### config.mk
export PLATFORM = sky130hd
export DESIGN_NAME = pgn_tag_pair_parser_core_flat
export DESIGN_NICKNAME = d
export VERILOG_FILES = /design/src/hw/rtl/ptp_pkg.sv /design/src/hw/rtl/ptp_if.sv /design/src/hw/rtl/ptp_front.sv /design/src/hw/rtl/ptp_queue.sv /design/src/hw/rtl/ptp_back.sv /design/src/hw/rtl/pgn_tag_pair_parser_core.sv /design/src/flat_wrapper.sv
export SDC_FILE = /design/constraint.sdc
export NUM_CORES = 1
export LEC_CHECK = 0
export BUFFER_PORTS_ARGS = -buffer_cell sky130_fd_sc_hd__buf_4
export CORE_MARGIN = 2
export CORE_UTILIZATION = 53
export DETAILED_ROUTE_END_ITERATION = 10
export PLACE_DENSITY = 0.76
export SLEW_MARGIN = 20
export SYNTH_ARGS = -nofsm -noshare
export SYNTH_HDL_FRONTEND = slang
export SYNTH_HIERARCHICAL = 1
export SYNTH_SLANG_ARGS = --single-unit
### constraint.sdc
create_clock -name clk -period 5 [get_ports clk]
set_input_delay 0 -clock clk [delete_from_list [all_inputs] [get_ports clk]]
set_output_delay 0 -clock clk [all_outputs]
set_load 0.1 [all_outputs]
### src/hw/rtl/ptp_pkg.sv
// ptp_pkg: shared types, constants and the byte classifier for the tag pair parser
// no dependencies; used by the interfaces and every rtl module of the block
`timescale 1ns / 1ps

package ptp_pkg;

    // default width of positions and lengths
    localparam int OFFSET_WIDTH_DEF = 16;
    // entries in the queue between front and back
    localparam int QUEUE_DEPTH = 2;
    // reset value of the max_tags register
    localparam logic [7:0] MAX_TAGS_RST = 8'd255;
    localparam logic [7:0] TAG_COUNT_MAX = 8'd255;

    // characters of interest
    localparam logic [7:0] CH_NUL    = 8'h00;
    localparam logic [7:0] CH_TAB    = 8'h09;
    localparam logic [7:0] CH_LF     = 8'h0A;
    localparam logic [7:0] CH_CR     = 8'h0D;
    localparam logic [7:0] CH_SPACE  = 8'h20;
    localparam logic [7:0] CH_QUOTE  = 8'h22;
    localparam logic [7:0] CH_LBRACK = 8'h5B;
    localparam logic [7:0] CH_RBRACK = 8'h5D;

    // result status codes
    typedef enum logic [2:0] {
        ST_OK         = 3'd0,
        ST_NOT_TAG    = 3'd1,
        ST_UNEXP_END  = 3'd2,
        ST_NO_WS      = 3'd3,
        ST_NO_VALUE   = 3'd4,
        ST_NOT_CLOSED = 3'd5
    } status_t;

    // parse phases
    typedef enum logic [3:0] {
        PH_PRE     = 4'd0,
        PH_KEYWS   = 4'd1,
        PH_KEY     = 4'd2,
        PH_VALWS   = 4'd3,
        PH_VALUE   = 4'd4,
        PH_CLOSEWS = 4'd5,
        PH_AFTER   = 4'd6,
        PH_NL1     = 4'd7
    } phase_t;

    // classified byte, as it travels from front to back
    typedef struct packed {
        logic is_space;
        logic is_alnum;
        logic is_lbrack;
        logic is_rbrack;
        logic is_quote;
        logic is_nl;
        logic is_zero;
    } class_t;

    // sort one text byte into the classes the parser tests
    function automatic class_t classify(input logic [7:0] b);
        class_t c;
        c.is_space  = (b inside {[CH_TAB:CH_CR], CH_SPACE});
        c.is_alnum  = (b inside {[8'h61:8'h7A], [8'h41:8'h5A], [8'h30:8'h39]});
        c.is_lbrack = (b == CH_LBRACK);
        c.is_rbrack = (b == CH_RBRACK);
        c.is_quote  = (b == CH_QUOTE);
        c.is_nl     = (b == CH_LF);
        c.is_zero   = (b == CH_NUL);
        return c;
    endfunction

endpackage

### src/hw/rtl/ptp_if.sv
// ptp_if: valid/ready channel interfaces for text bytes, tag results and max_tags writes
// depends on ptp_pkg for the default width
`timescale 1ns / 1ps

interface ptp_byte_if;
    logic       valid;
    logic       ready;
    logic [7:0] text_byte;

    modport source (output valid, output text_byte, input ready);
    modport sink   (input valid, input text_byte, output ready);
endinterface

interface ptp_res_if #(
    parameter int OFFSET_WIDTH = ptp_pkg::OFFSET_WIDTH_DEF
);
    logic                    valid;
    logic                    ready;
    logic                    tag_valid;
    logic [OFFSET_WIDTH-1:0] key_offset;
    logic [OFFSET_WIDTH-1:0] key_length;
    logic [OFFSET_WIDTH-1:0] value_offset;
    logic [OFFSET_WIDTH-1:0] value_length;
    logic [2:0]              status;
    logic                    final_res;
    logic [7:0]              tags_read;

    modport source (output valid, output tag_valid, output key_offset, output key_length,
                    output value_offset, output value_length, output status,
                    output final_res, output tags_read, input ready);
    modport sink   (input valid, input tag_valid, input key_offset, input key_length,
                    input value_offset, input value_length, input status,
                    input final_res, input tags_read, output ready);
endinterface

interface ptp_cfg_if;
    logic       valid;
    logic       ready;
    logic [7:0] max_tags;

    modport source (output valid, output max_tags, input ready);
    modport sink   (input valid, input max_tags, output ready);
endinterface

### src/hw/rtl/ptp_front.sv
// ptp_front: takes text byte requests and classifies each byte for the back end
// depends on ptp_pkg (class_t, classify) and ptp_byte_if
`timescale 1ns / 1ps

module ptp_front (
    ptp_byte_if.sink         text_in,
    input  logic             q_full,
    output logic             q_push,
    output ptp_pkg::class_t  q_item
);

    // accept whenever the queue has room
    assign text_in.ready = !q_full;
    assign q_push        = text_in.valid && !q_full;

    // character classes
    assign q_item = ptp_pkg::classify(text_in.text_byte);

endmodule

### src/hw/rtl/ptp_queue.sv
// ptp_queue: short fifo of classified bytes between front and back
// depends on ptp_pkg (class_t, QUEUE_DEPTH)
`timescale 1ns / 1ps

module ptp_queue (
    input  logic             clk,
    input  logic             rst_n,
    input  logic             push,
    input  ptp_pkg::class_t  push_item,
    output logic             full,
    input  logic             pop,
    output logic             not_empty,
    output ptp_pkg::class_t  pop_item
);

    localparam int PTR_W = (ptp_pkg::QUEUE_DEPTH > 1) ? $clog2(ptp_pkg::QUEUE_DEPTH) : 1;
    localparam int CNT_W = $clog2(ptp_pkg::QUEUE_DEPTH + 1);
    localparam logic [CNT_W-1:0] DEPTH_CNT = CNT_W'(ptp_pkg::QUEUE_DEPTH);
    localparam logic [PTR_W-1:0] LAST_PTR  = PTR_W'(ptp_pkg::QUEUE_DEPTH - 1);

    ptp_pkg::class_t        mem_reg [ptp_pkg::QUEUE_DEPTH];
    logic [PTR_W-1:0]       wr_ptr_reg, wr_ptr_next;
    logic [PTR_W-1:0]       rd_ptr_reg, rd_ptr_next;
    logic [CNT_W-1:0]       count_reg,  count_next;
    logic                   do_push, do_pop;

    assign full      = (count_reg == DEPTH_CNT);
    assign not_empty = (count_reg != '0);
    assign pop_item  = mem_reg[rd_ptr_reg];
    assign do_push   = push && !full;
    assign do_pop    = pop && not_empty;

    // pointer and fill updates
    always_comb
    begin
        wr_ptr_next = wr_ptr_reg;
        rd_ptr_next = rd_ptr_reg;
        count_next  = count_reg;
        if (do_push)
        begin
            wr_ptr_next = (wr_ptr_reg == LAST_PTR) ? '0 : wr_ptr_reg + PTR_W'(1);
        end
        if (do_pop)
        begin
            rd_ptr_next = (rd_ptr_reg == LAST_PTR) ? '0 : rd_ptr_reg + PTR_W'(1);
        end
        if (do_push && !do_pop)
        begin
            count_next = count_reg + CNT_W'(1);
        end
        else if (do_pop && !do_push)
        begin
            count_next = count_reg - CNT_W'(1);
        end
    end

    always_ff @(posedge clk or negedge rst_n)
    begin
        if (!rst_n)
        begin
            wr_ptr_reg <= '0;
            rd_ptr_reg <= '0;
            count_reg  <= '0;
        end
        else
        begin
            wr_ptr_reg <= wr_ptr_next;
            rd_ptr_reg <= rd_ptr_next;
            count_reg  <= count_next;
        end
    end

    // storage
    always_ff @(posedge clk)
    begin
        if (do_push)
        begin
            mem_reg[wr_ptr_reg] <= push_item;
        end
    end

endmodule

### src/hw/rtl/ptp_back.sv
// ptp_back: tag pair state machine, position counters and registered result request
// depends on ptp_pkg (phase_t, status_t, class_t) and ptp_res_if
`timescale 1ns / 1ps

module ptp_back #(
    parameter int OFFSET_WIDTH = ptp_pkg::OFFSET_WIDTH_DEF
) (
    input  logic             clk,
    input  logic             rst_n,
    input  logic [7:0]       max_tags,
    input  logic             q_not_empty,
    input  ptp_pkg::class_t  q_item,
    output logic             q_pop,
    ptp_res_if.source        tag_out
);

    ptp_pkg::phase_t          phase_reg, phase_next, work_phase;
    logic [OFFSET_WIDTH-1:0]  pos_reg, pos_inc;
    logic [OFFSET_WIDTH-1:0]  key_start_reg, key_count_reg, key_count_inc;
    logic [OFFSET_WIDTH-1:0]  val_start_reg, val_count_reg, val_count_inc;
    logic [7:0]               tag_count_reg, tag_count_next;
    logic                     stopped_reg;

    logic                     res_valid_reg;
    logic                     res_tag_reg;
    logic [OFFSET_WIDTH-1:0]  res_koff_reg, res_klen_reg, res_voff_reg, res_vlen_reg;
    ptp_pkg::status_t         res_status_reg;
    logic                     res_fin_reg;
    logic [7:0]               res_tags_reg;

    logic                     take, active, over, nl_stop, after_nl;
    logic                     emit, emit_tag, fin;
    ptp_pkg::status_t         status;
    logic                     key_load, key_inc, val_load, val_inc;

    // an item moves on when the result slot is free or being emptied
    assign q_pop  = q_not_empty && (!res_valid_reg || tag_out.ready);
    assign take   = q_pop;
    assign active = take && !stopped_reg;

    // saturating increments
    assign pos_inc       = (&pos_reg)       ? pos_reg       : pos_reg + OFFSET_WIDTH'(1);
    assign key_count_inc = (&key_count_reg) ? key_count_reg : key_count_reg + OFFSET_WIDTH'(1);
    assign val_count_inc = (&val_count_reg) ? val_count_reg : val_count_reg + OFFSET_WIDTH'(1);

    // stop conditions and the phase that handles the byte
    assign over     = (tag_count_reg >= max_tags);
    assign nl_stop  = (phase_reg == ptp_pkg::PH_NL1)   && q_item.is_nl;
    assign after_nl = (phase_reg == ptp_pkg::PH_AFTER) && q_item.is_nl;
    assign work_phase = (phase_reg == ptp_pkg::PH_AFTER || phase_reg == ptp_pkg::PH_NL1)
                        ? ptp_pkg::PH_PRE : phase_reg;

    // next phase
    always_comb
    begin
        phase_next = phase_reg;
        if (active && !over && !nl_stop)
        begin
            if (after_nl)
            begin
                phase_next = ptp_pkg::PH_NL1;
            end
            else
            begin
                phase_next = work_phase;
                case (work_phase)
                    ptp_pkg::PH_PRE:
                    begin
                        if (q_item.is_lbrack)
                            phase_next = ptp_pkg::PH_KEYWS;
                    end
                    ptp_pkg::PH_KEYWS:
                    begin
                        if (!q_item.is_space && q_item.is_alnum)
                            phase_next = ptp_pkg::PH_KEY;
                    end
                    ptp_pkg::PH_KEY:
                    begin
                        if (!q_item.is_alnum && q_item.is_space)
                            phase_next = ptp_pkg::PH_VALWS;
                    end
                    ptp_pkg::PH_VALWS:
                    begin
                        if (q_item.is_quote)
                            phase_next = ptp_pkg::PH_VALUE;
                    end
                    ptp_pkg::PH_VALUE:
                    begin
                        if (q_item.is_quote)
                            phase_next = ptp_pkg::PH_CLOSEWS;
                    end
                    ptp_pkg::PH_CLOSEWS:
                    begin
                        if (q_item.is_rbrack)
                            phase_next = ptp_pkg::PH_AFTER;
                    end
                    default:
                    begin
                        phase_next = ptp_pkg::PH_PRE;
                    end
                endcase
            end
        end
    end

    // result and datapath controls
    always_comb
    begin
        emit     = 1'b0;
        emit_tag = 1'b0;
        fin      = 1'b0;
        status   = ptp_pkg::ST_OK;
        key_load = 1'b0;
        key_inc  = 1'b0;
        val_load = 1'b0;
        val_inc  = 1'b0;
        tag_count_next = tag_count_reg;
        if (active)
        begin
            if (over || nl_stop)
            begin
                emit = 1'b1;
                fin  = 1'b1;
            end
            else if (!after_nl)
            begin
                case (work_phase)
                    ptp_pkg::PH_PRE:
                    begin
                        if (!q_item.is_space && !q_item.is_lbrack)
                        begin
                            emit   = 1'b1;
                            fin    = 1'b1;
                            status = ptp_pkg::ST_NOT_TAG;
                        end
                    end
                    ptp_pkg::PH_KEYWS:
                    begin
                        if (!q_item.is_space)
                        begin
                            if (q_item.is_alnum)
                            begin
                                key_load = 1'b1;
                            end
                            else
                            begin
                                emit   = 1'b1;
                                fin    = 1'b1;
                                status = ptp_pkg::ST_UNEXP_END;
                            end
                        end
                    end
                    ptp_pkg::PH_KEY:
                    begin
                        if (q_item.is_alnum)
                        begin
                            key_inc = 1'b1;
                        end
                        else if (!q_item.is_space)
                        begin
                            emit   = 1'b1;
                            fin    = 1'b1;
                            status = q_item.is_zero ? ptp_pkg::ST_UNEXP_END
                                                    : ptp_pkg::ST_NO_WS;
                        end
                    end
                    ptp_pkg::PH_VALWS:
                    begin
                        if (!q_item.is_space)
                        begin
                            if (q_item.is_quote)
                            begin
                                val_load = 1'b1;
                            end
                            else
                            begin
                                emit   = 1'b1;
                                fin    = 1'b1;
                                status = ptp_pkg::ST_NO_VALUE;
                            end
                        end
                    end
                    ptp_pkg::PH_VALUE:
                    begin
                        if (!q_item.is_quote)
                        begin
                            if (q_item.is_zero)
                            begin
                                emit   = 1'b1;
                                fin    = 1'b1;
                                status = ptp_pkg::ST_UNEXP_END;
                            end
                            else
                            begin
                                val_inc = 1'b1;
                            end
                        end
                    end
                    ptp_pkg::PH_CLOSEWS:
                    begin
                        if (q_item.is_rbrack)
                        begin
                            // closed tag, counted and checked against the limit
                            tag_count_next = (tag_count_reg == ptp_pkg::TAG_COUNT_MAX)
                                             ? tag_count_reg : tag_count_reg + 8'd1;
                            emit     = 1'b1;
                            emit_tag = 1'b1;
                            fin      = (tag_count_next >= max_tags);
                        end
                        else if (!q_item.is_space)
                        begin
                            emit   = 1'b1;
                            fin    = 1'b1;
                            status = ptp_pkg::ST_NOT_CLOSED;
                        end
                    end
                    default:
                    begin
                        emit = 1'b0;
                    end
                endcase
            end
        end
    end

    // parser state
    always_ff @(posedge clk or negedge rst_n)
    begin
        if (!rst_n)
        begin
            phase_reg     <= ptp_pkg::PH_PRE;
            pos_reg       <= '0;
            key_start_reg <= '0;
            key_count_reg <= '0;
            val_start_reg <= '0;
            val_count_reg <= '0;
            tag_count_reg <= '0;
            stopped_reg   <= 1'b0;
        end
        else if (active)
        begin
            phase_reg     <= phase_next;
            pos_reg       <= pos_inc;
            tag_count_reg <= tag_count_next;
            if (fin)
                stopped_reg <= 1'b1;
            if (key_load)
            begin
                key_start_reg <= pos_reg;
                key_count_reg <= OFFSET_WIDTH'(1);
            end
            else if (key_inc)
            begin
                key_count_reg <= key_count_inc;
            end
            if (val_load)
            begin
                val_start_reg <= pos_inc;
                val_count_reg <= '0;
            end
            else if (val_inc)
            begin
                val_count_reg <= val_count_inc;
            end
        end
    end

    // result request valid
    always_ff @(posedge clk or negedge rst_n)
    begin
        if (!rst_n)
        begin
            res_valid_reg <= 1'b0;
        end
        else if (active && emit)
        begin
            res_valid_reg <= 1'b1;
        end
        else if (tag_out.ready)
        begin
            res_valid_reg <= 1'b0;
        end
    end

    // result payload
    always_ff @(posedge clk)
    begin
        if (active && emit)
        begin
            res_tag_reg    <= emit_tag;
            res_koff_reg   <= emit_tag ? key_start_reg : '0;
            res_klen_reg   <= emit_tag ? key_count_reg : '0;
            res_voff_reg   <= emit_tag ? val_start_reg : '0;
            res_vlen_reg   <= emit_tag ? val_count_reg : '0;
            res_status_reg <= status;
            res_fin_reg    <= fin;
            res_tags_reg   <= tag_count_next;
        end
    end

    assign tag_out.valid        = res_valid_reg;
    assign tag_out.tag_valid    = res_tag_reg;
    assign tag_out.key_offset   = res_koff_reg;
    assign tag_out.key_length   = res_klen_reg;
    assign tag_out.value_offset = res_voff_reg;
    assign tag_out.value_length = res_vlen_reg;
    assign tag_out.status       = res_status_reg;
    assign tag_out.final_res    = res_fin_reg;
    assign tag_out.tags_read    = res_tags_reg;

endmodule

### src/hw/rtl/pgn_tag_pair_parser_core.sv
// Tag pair parser: takes one text byte a cycle on text_in while tag_out is not held (a zero
// byte ends the text) and gives one request on tag_out for each closed [Key "value"] tag,
// and a final request on the first error, on a blank line after a tag, or when max_tags
// tags are read; later bytes are taken and dropped until reset. Sustained rate is one byte
// per cycle while results are taken, set by the phase update in the back end; a byte passes
// through the two entry queue and its result then waits in the output register until it is
// taken. max_tags is written on cfg, by the user only while no byte is in flight; the
// block does not enforce this. Positions and lengths saturate at 2^OFFSET_WIDTH-1.
// depends on ptp_pkg, ptp_if, ptp_front, ptp_queue and ptp_back
`timescale 1ns / 1ps

module pgn_tag_pair_parser_core #(
    parameter int OFFSET_WIDTH = ptp_pkg::OFFSET_WIDTH_DEF
) (
    input  logic       clk,
    input  logic       rst_n,
    ptp_byte_if.sink   text_in,
    ptp_res_if.source  tag_out,
    ptp_cfg_if.sink    cfg
);

    logic             q_full, q_push, q_pop, q_not_empty;
    ptp_pkg::class_t  q_in_item, q_out_item;
    logic [7:0]       max_tags_reg;

    // max_tags register
    assign cfg.ready = 1'b1;

    always_ff @(posedge clk or negedge rst_n)
    begin
        if (!rst_n)
        begin
            max_tags_reg <= ptp_pkg::MAX_TAGS_RST;
        end
        else if (cfg.valid)
        begin
            max_tags_reg <= cfg.max_tags;
        end
    end

    // byte intake and classification
    ptp_front u_front (
        .text_in (text_in),
        .q_full  (q_full),
        .q_push  (q_push),
        .q_item  (q_in_item)
    );

    // decoupling queue
    ptp_queue u_queue (
        .clk       (clk),
        .rst_n     (rst_n),
        .push      (q_push),
        .push_item (q_in_item),
        .full      (q_full),
        .pop       (q_pop),
        .not_empty (q_not_empty),
        .pop_item  (q_out_item)
    );

    // parser and result register
    ptp_back #(
        .OFFSET_WIDTH (OFFSET_WIDTH)
    ) u_back (
        .clk         (clk),
        .rst_n       (rst_n),
        .max_tags    (max_tags_reg),
        .q_not_empty (q_not_empty),
        .q_item      (q_out_item),
        .q_pop       (q_pop),
        .tag_out     (tag_out)
    );

endmodule

### src/flat_wrapper.sv
// flat-port wrapper written by rule: the top's interface ports become plain ports
module pgn_tag_pair_parser_core_flat 
#(
    parameter int OFFSET_WIDTH = ptp_pkg::OFFSET_WIDTH_DEF
)
  (clk, rst_n, text_in_valid, text_in_text_byte, text_in_ready, tag_out_valid, tag_out_tag_valid, tag_out_key_offset, tag_out_key_length, tag_out_value_offset, tag_out_value_length, tag_out_status, tag_out_final_res, tag_out_tags_read, tag_out_ready, cfg_valid, cfg_max_tags, cfg_ready);
  ptp_byte_if text_in_i ();
  ptp_res_if #(.OFFSET_WIDTH(OFFSET_WIDTH)) tag_out_i ();
  ptp_cfg_if cfg_i ();
  input  logic clk;
  input  logic rst_n;
  input wire logic [$bits(text_in_i.valid)-1:0] text_in_valid;
  input wire logic [$bits(text_in_i.text_byte)-1:0] text_in_text_byte;
  output wire logic [$bits(text_in_i.ready)-1:0] text_in_ready;
  output wire logic [$bits(tag_out_i.valid)-1:0] tag_out_valid;
  output wire logic [$bits(tag_out_i.tag_valid)-1:0] tag_out_tag_valid;
  output wire logic [$bits(tag_out_i.key_offset)-1:0] tag_out_key_offset;
  output wire logic [$bits(tag_out_i.key_length)-1:0] tag_out_key_length;
  output wire logic [$bits(tag_out_i.value_offset)-1:0] tag_out_value_offset;
  output wire logic [$bits(tag_out_i.value_length)-1:0] tag_out_value_length;
  output wire logic [$bits(tag_out_i.status)-1:0] tag_out_status;
  output wire logic [$bits(tag_out_i.final_res)-1:0] tag_out_final_res;
  output wire logic [$bits(tag_out_i.tags_read)-1:0] tag_out_tags_read;
  input wire logic [$bits(tag_out_i.ready)-1:0] tag_out_ready;
  input wire logic [$bits(cfg_i.valid)-1:0] cfg_valid;
  input wire logic [$bits(cfg_i.max_tags)-1:0] cfg_max_tags;
  output wire logic [$bits(cfg_i.ready)-1:0] cfg_ready;
  assign text_in_i.valid = text_in_valid;
  assign text_in_i.text_byte = text_in_text_byte;
  assign text_in_ready = text_in_i.ready;
  assign tag_out_valid = tag_out_i.valid;
  assign tag_out_tag_valid = tag_out_i.tag_valid;
  assign tag_out_key_offset = tag_out_i.key_offset;
  assign tag_out_key_length = tag_out_i.key_length;
  assign tag_out_value_offset = tag_out_i.value_offset;
  assign tag_out_value_length = tag_out_i.value_length;
  assign tag_out_status = tag_out_i.status;
  assign tag_out_final_res = tag_out_i.final_res;
  assign tag_out_tags_read = tag_out_i.tags_read;
  assign tag_out_i.ready = tag_out_ready;
  assign cfg_i.valid = cfg_valid;
  assign cfg_i.max_tags = cfg_max_tags;
  assign cfg_ready = cfg_i.ready;
  pgn_tag_pair_parser_core #(.OFFSET_WIDTH(OFFSET_WIDTH)) u_core (.clk(clk), .rst_n(rst_n), .text_in(text_in_i), .tag_out(tag_out_i), .cfg(cfg_i));
endmodule
Yosys cells after proc, flatten, opt, wreduce, memory -nomap -nowiden
Memory sizes are Yosys's and may differ from the RTL's.
Index checks and enable logic that the tools add are counted.
Word-level totals
  register bits after elaboration: 183
  memories kept: 1
  output and inout port bits: 80
  input bits: 21
  memory bits (writable): 14
  logic and storage cells: 197
Operators by class
  reduce and logical (&&, ||, !) cells: 51
  add/subtract/negate cells: 8
  mux-type cells: 89
  magnitude comparators: 10
  bitwise operators: 1
  equal/unequal tests: 16
Memory list
  u_core.u_queue.mem_reg: depth 2, bits a word 7, rd ports 1, clocked after Yosys merged registers in 0, write ports 1, RTL line ptp_queue.sv:21  | ptp_pkg::class_t mem_reg [ptp_pkg::QUEUE_DEPTH];
Operators by type and width (number)
  16-bit two-way mux: 7
  1-bit two-way mux: 52
  16-bit by 1-bit adder with 16-bit output (second input constant): 3
  8-bit two-way mux: 6
  16-bit AND reduction: 3
  4-bit two-way mux: 8
  4-bit case mux with 6 select lines: 1
  1-bit logical AND: 19
  3-bit case mux with 6 select lines: 1
  4-bit by 3-bit == test with 1-bit output (second input constant): 4
  8-bit by 6-bit == test with 1-bit output (second input constant): 2
  8-bit by 7-bit == test with 1-bit output (second input constant): 2
  8-bit by 7-bit greater-or-equal comparator with 1-bit output (second input constant): 2
  8-bit greater-or-equal comparator: 2
  8-bit by 7-bit less-or-equal comparator with 1-bit output (second input constant): 2
  2-bit two-way mux: 8
  3-bit two-way mux: 4
  1-bit case mux with 6 select lines: 2
  2-bit nonzero test: 6
  1-bit logical NOT: 10
  8-bit by 1-bit adder with 8-bit output (second input constant): 1
  4-bit by 2-bit == test with 1-bit output (second input constant): 2
  8-bit by 4-bit == test with 1-bit output (second input constant): 1
  8-bit == test (second input constant): 1
  other kinds (18): 26

Depth between registers and ports, before layout
  depth in word-level cells: 10
  gate-level depth with buffers: 13
  mapped depth without buffers: 12

Modules after synthesis
Netlist, hierarchy kept.
Modules (own cells, without submodules)
  ptp_back: cells each 759, seq. area each 4664.5 sq um, area an instance 8222.9 sq um, instances 1
  ptp_queue: cells each 41, seq. area each 520.5 sq um, area an instance 714.4 sq um, instances 1
  pgn_tag_pair_parser_core: cells each 19, seq. area each 210.2 sq um, area an instance 352.8 sq um, instances 1
  ptp_front: cells each 25, seq. area each 0.0 sq um, area an instance 187.7 sq um, instances 1

Least setup slack after synthesis
Ideal clock, no wire load.
  path kind: register -> register
  from: register u_core.u_queue.rd_ptr_reg
  to: register u_core.u_back.res_fin_reg, in the netlist u_core/u_back/tag_out.final_res, enable pin
  library setup time: 513 ps
  clock period less this slack: 5303 ps
  buffers on the path: 1
  data required time: 4487 ps
  path slack: -303 ps
  stages on the path, launching flop included: 9
  data arrival time: 4791 ps
  cell sequence: dfrtp_1 -> buf_2 -> mux2_1 -> nor4_1 -> a32oi_1 -> and3_1 -> nand2_1 -> a21oi_1 -> nor2_1
RTL lines
  from (decl): RTL line ptp_queue.sv:23  | logic [PTR_W-1:0] rd_ptr_reg, rd_ptr_next;
  from (signal assigned): RTL line ptp_queue.sv:68  | rd_ptr_reg <= rd_ptr_next;
  to (signal assigned): RTL line ptp_back.sv:296  | res_fin_reg <= fin;
  to (decl): RTL line ptp_back.sv:28  | logic res_fin_reg;

Worst setup path in the final report
  from: register u_core.max_tags_reg[5]
  to: register u_core.u_back.tag_count_reg[6]
On the way
  word-level cells in the longest chain between the ends: 4
Ends and longest elaborated chain
  from (decl): RTL line pgn_tag_pair_parser_core.sv:24  | logic [7:0] max_tags_reg;
  from (signal assigned): RTL line pgn_tag_pair_parser_core.sv:33  | max_tags_reg <= ptp_pkg::MAX_TAGS_RST;
  from (signal assigned): RTL line pgn_tag_pair_parser_core.sv:37  | max_tags_reg <= cfg.max_tags;
  8-bit greater-or-equal comparator: RTL line ptp_back.sv:47  | assign over = (tag_count_reg >= max_tags);
  1-bit logical OR: RTL line ptp_back.sv:120  | if (over || nl_stop)
  8-bit two-way mux: RTL line ptp_back.sv:120
  8-bit two-way mux: RTL line ptp_back.sv:118  | if (active)
  to (signal assigned): RTL line ptp_back.sv:244  | tag_count_reg <= tag_count_next;
  to (decl): RTL line ptp_back.sv:21  | logic [7:0] tag_count_reg, tag_count_next;
No other way between the ends.
A chain may end at the register's enable or synchronous reset.

==> results <==
- After layout, the design draws a total of 4.778 mW.
- Setup violations remaining at the end of the flow were counted as 0.
- Setup repair after global routing left no endpoint under its margin.
- The slew at the pin with the worst max-slew slack is 977.9 ps.
- The total congestion overflow after global routing is 0.
- The sequential group share of total power is 0.445.
- After synthesis, the cell types taking the most area are sky130_fd_sc_hd__edfxtp_1, sky130_fd_sc_hd__dfrtp_1, sky130_fd_sc_hd__nand2_1.
- The power density over the cells is 426.6 nW/um^2.
- The number of antenna violations at the first check in global routing was 0.
- The combinational group share of total power is 0.283.
- The cell count after synthesis came out at 844.
- In this run the static leakage power is 4.635 nW.
- The count of input and output buffers is 99.
- The critical path is of the reg -> reg type.
- For this run, the total global-route usage over all layers was measured as 0.2118.
- The synthesized-area fraction occupied by ao, oa, aoi and oai cells was 0.07644.
- The peak clock frequency supported by timing is 295.9 MHz.
- The number of H-tree branching levels is 4.
- Of the post-synthesis cell area, the dominant cell type holds 0.2883.
- After routing the design area is 11,200 um^2.
- The fraction of power spent switching nets is 0.3604.
- Measured along the x axis, the die boundary spans 137.7 um.
- The main flop type after synthesis is sky130_fd_sc_hd__dfrtp_1.
- The yosys synthesis warning count is 6.
- The largest net degree at the start of global routing is 78.
- The critical path startpoint category is a register.
- At the end of the flow, the number of nets in the layout was 1,000.
- The post-cts repair resize count is 0.
- The simple-gate share of the synthesized area is 0.2103.
- The fraction of synthesis flops using an asynchronous set or reset pin is 0.5381.
- In this run the tightest slew margin relative to its limit is 0.3481.
- The final setup TNS is 0 ps.
- The worst register-to-register path has a setup slack of 1620 ps.
- Of the synthesized area, sequential elements account for 0.5692.
- The floorplan has 48 rows.
- The number of enable-type register cells in the synthesized netlist is 91.
- TritonCTS created 17 clock buffers.
- The root cell of the clock tree is sky130_fd_sc_hd__clkbuf_16.
- For the worst-skew pair, the clock arrives at the later sink with an insertion delay of 430 ps.
- For this run, the detailed router's first-pass iteration total came to 5.
- The number of clock sinks is 197.
- The die covers 18,970 um^2.
- The run finished with clean final reports.
- The tightest min-delay check is of the in -> reg type.
- The final number of max-transition violations is 0.
- The placeable core region is 17,420 um^2.
- After synthesis, the mean cell area works out to 11.23 um^2.
- The count of unresolved DRC violations after routing is 0.
- The dominant combinational cell family by area after synthesis is simple AND/OR/NAND/NOR gates.
- The top-level I/O count is 101.
- After detailed placement, the total cell area comes to 10,360 um^2.
- Of the cells placed in the final design, the portion with a size suffix greater than 1 is 0.1946.
- In this run the worst path has a maximum fanout of 48.
- STA classifies the critical path endpoint as a register.
- The mux share of post-synthesis cell area is 0.04053.
- Clock-pin slew was measured on the worst setup and hold paths at 70 ps.
- The average detailed-routed wire length per instance is 16.02 um.
- At the worst endpoint, the required time is 5310 ps.
- The detailed-route via count is 6,744.
- The final worst hold slack is 31.44 ps.
- Data on the critical path arrives at its endpoint at 3690 ps.
- Summed over all nets, the switching power comes to 1.722 mW.
- The synthesized-area fraction occupied by xor and xnor cells is 0.04343.
- In the routed layout, each cell is associated on average with a via count of 5.639.
- The final wirelength is 19,160 um.
- Measured on the finished design, the core utilization comes to 0.6430.
- The power share of the clock group is 0.272.
- TritonCTS built the clock tree.
- Across the routed clock network, the largest skew measured is 10.76 ps.
- The placed wire-length estimate after detailed placement is 12,680 um.
- The number of violations of the max-capacitance limit is 0.
- The number of register bits inferred by synthesis is 197.
- The number of global-route vias before repair is 6,391.
- Synthesis instantiated 72 different standard cells from the library.
- The number of antenna diodes in the final layout is 0.
- Of the total synthesized cell area, the portion taken by full adders, half adders and majority gates is 0.02772.
- The largest individual stage delay along the critical path comes from the cell sky130_fd_sc_hd__nor3_4.
- Measured along the y axis, the die boundary spans 137.7 um.
- The area growth from synthesis to layout is 18.17%.
- The weighted congestion at the end of routability-driven global placement is 0.8467.
- In the finished design, the share of the clock period the worst path needs comes to 0.6759.
- The post-synthesis cell area is 9478 um^2.
- For this block, the initial DRC count from the detailed router was 575.
- The cell-internal power is 3.056 mW.
- Walking the worst path, the cells encountered are inv_1, ha_1, a211oi_1, o22ai_1, a211o_2, nor3_4, buf_4, mux2_2.
- The shortest clock period the worst path allows after layout is 3379 ps.
- Once detail routing completed, the nets flagged for antenna violations numbered 0.
- sky130_fd_sc_hd__edfxtp_1 takes more of the synthesized area than any other cell.
- The global-route wire length before repair is 31,260 um.
- The number of nets in the synthesized netlist is 886.
- The maximum number of buffers from clock root to sink is 2.
- The final-report hold violation count is 0.
- The worst stage delay on the critical path is 660 ps.
- IR analysis of the VDD net gives a maximum drop of 0.3599 mV.
- For this configuration, the core starts out at a cell density of 0.5442.
-- critical path, delay by kind of cell (launching register included) --
family                   cells  cell delay [ps]
AO/OA/AOI/OAI                3              830
adder cells (fa/ha/maj)      1              300
buffers and inverters        2              520
flip-flops                   1              530
multiplexers                 1              400
AND/OR/NAND/NOR              1              660
-- placed cells by master (no fill, tap or decap), types with 27 or more instances in the layout --
| cell type | Yosys | layout |
|---|---|---|
| sky130_fd_sc_hd__nand4_1 | 27 | 27 |
| sky130_fd_sc_hd__a21oi_1 | 29 | 29 |
| sky130_fd_sc_hd__and2_1 | 61 | 61 |
| sky130_fd_sc_hd__nand2_1 | 104 | 104 |
| sky130_fd_sc_hd__buf_4 | 4 | 106 |
| sky130_fd_sc_hd__edfxtp_1 | 91 | 91 |
| sky130_fd_sc_hd__dfrtp_1 | 98 | 98 |
| sky130_fd_sc_hd__nand3_1 | 31 | 31 |
| sky130_fd_sc_hd__xnor2_1 | 31 | 31 |
| sky130_fd_sc_hd__o21ai_0 | 33 | 33 |
| sky130_fd_sc_hd__nor2_1 | 44 | 43 |
-- kinds of logic (layout without fill, tap and decap cells) --
family                   Yosys count  count (layout)
AO/OA/AOI/OAI                    113             113
XOR/XNOR                          47              47
adder cells (fa/ha/maj)           21              21
buffers and inverters             64             191
flip-flops                       197             197
multiplexers                      32              32
other                              1               1
AND/OR/NAND/NOR                  369             369
-- cells in the mapped netlist (all sizes together), types with 9 or more instances --
library cell and number:
a21oi 29, a31oi 9, and2 61, and3 13
buf 22, clkbuf 16, dfrtp 98, edfxtp 91
ha 21, inv 26, mux2 27, nand2 106
nand3 32, nand4 29, nor2 44, nor2b 9
nor3 24, o21ai 36, or3 12, or4 10
xnor2 31, xor2 16
-- final timing paths --
path,endpoint,startpoint,depth (start not counted)
max,u_core/u_back/tag_count_reg[6],u_core/max_tags_reg[5],8
min,u_core/u_queue/mem_reg[0][0],text_in_text_byte[5],3
max reg2reg,u_core/u_back/tag_count_reg[6],u_core/max_tags_reg[5],8
min reg2reg,u_core/u_back/key_start_reg[0],u_core/u_back/key_start_reg[0],2
max in group asynchronous,u_core/u_back/val_count_reg[8],rst_n,3
min in group asynchronous,u_core/u_queue/wr_ptr_reg,rst_n,2
-- per-layer routing --
layer | track usage | vias to the layer above | wire length, um
met5 | 0 | - | 0
met4 | 0.08560 | 0 | 417
met3 | 0.03716 | 35 | 788
met2 | 0.3328 | 192 | 9154
met1 | 0.2941 | 3270 | 8794
li1 | - | 3247 | -
-- final cells by class --
| cell class | count | area (um^2) |
|---|---|---|
| Multi-Input combinational cell | 583 | 3794 |
| Timing Repair Buffer | 133 | 1071 |
| Clock inverter | 11 | 100.1 |
| Clock buffer | 21 | 460.4 |
| Sequential cell | 197 | 5395 |
| Inverter | 26 | 97.59 |
| Tap cell | 225 | 281.5 |
| Fill cell | 1390 | 6217 |
-- metrics by stage --
step                      setup WS (ps)  instances
final                              1621       1196
after global routing               1343       1196
after CTS                          1588       1195
after detailed placement           1616       1137
after global placement             1736       1137
after floorplan                   988.5        844
-- power groups by stage --
| stage | Combinational (mW) | Clock, mW | Sequential, mW |
|---|---|---|---|
| final | 1.35 | 1.30 | 2.13 |
| after global routing | 1.47 | 1.39 | 2.16 |
| after CTS | 1.35 | 1.32 | 2.13 |
| after detailed placement | 1.33 | 0 | 2.16 |
| after global placement | 1.31 | 0 | 2.15 |
| after floorplan | 0.722 | 0 | 2.46 |
-- timing repair --
item,4_1_cts,5_1_grt
setup buffers,0,0
hold buffers,26,0
hold endpoints to repair,62,0
No activity file was read; power rests on OpenSTA's default activity.
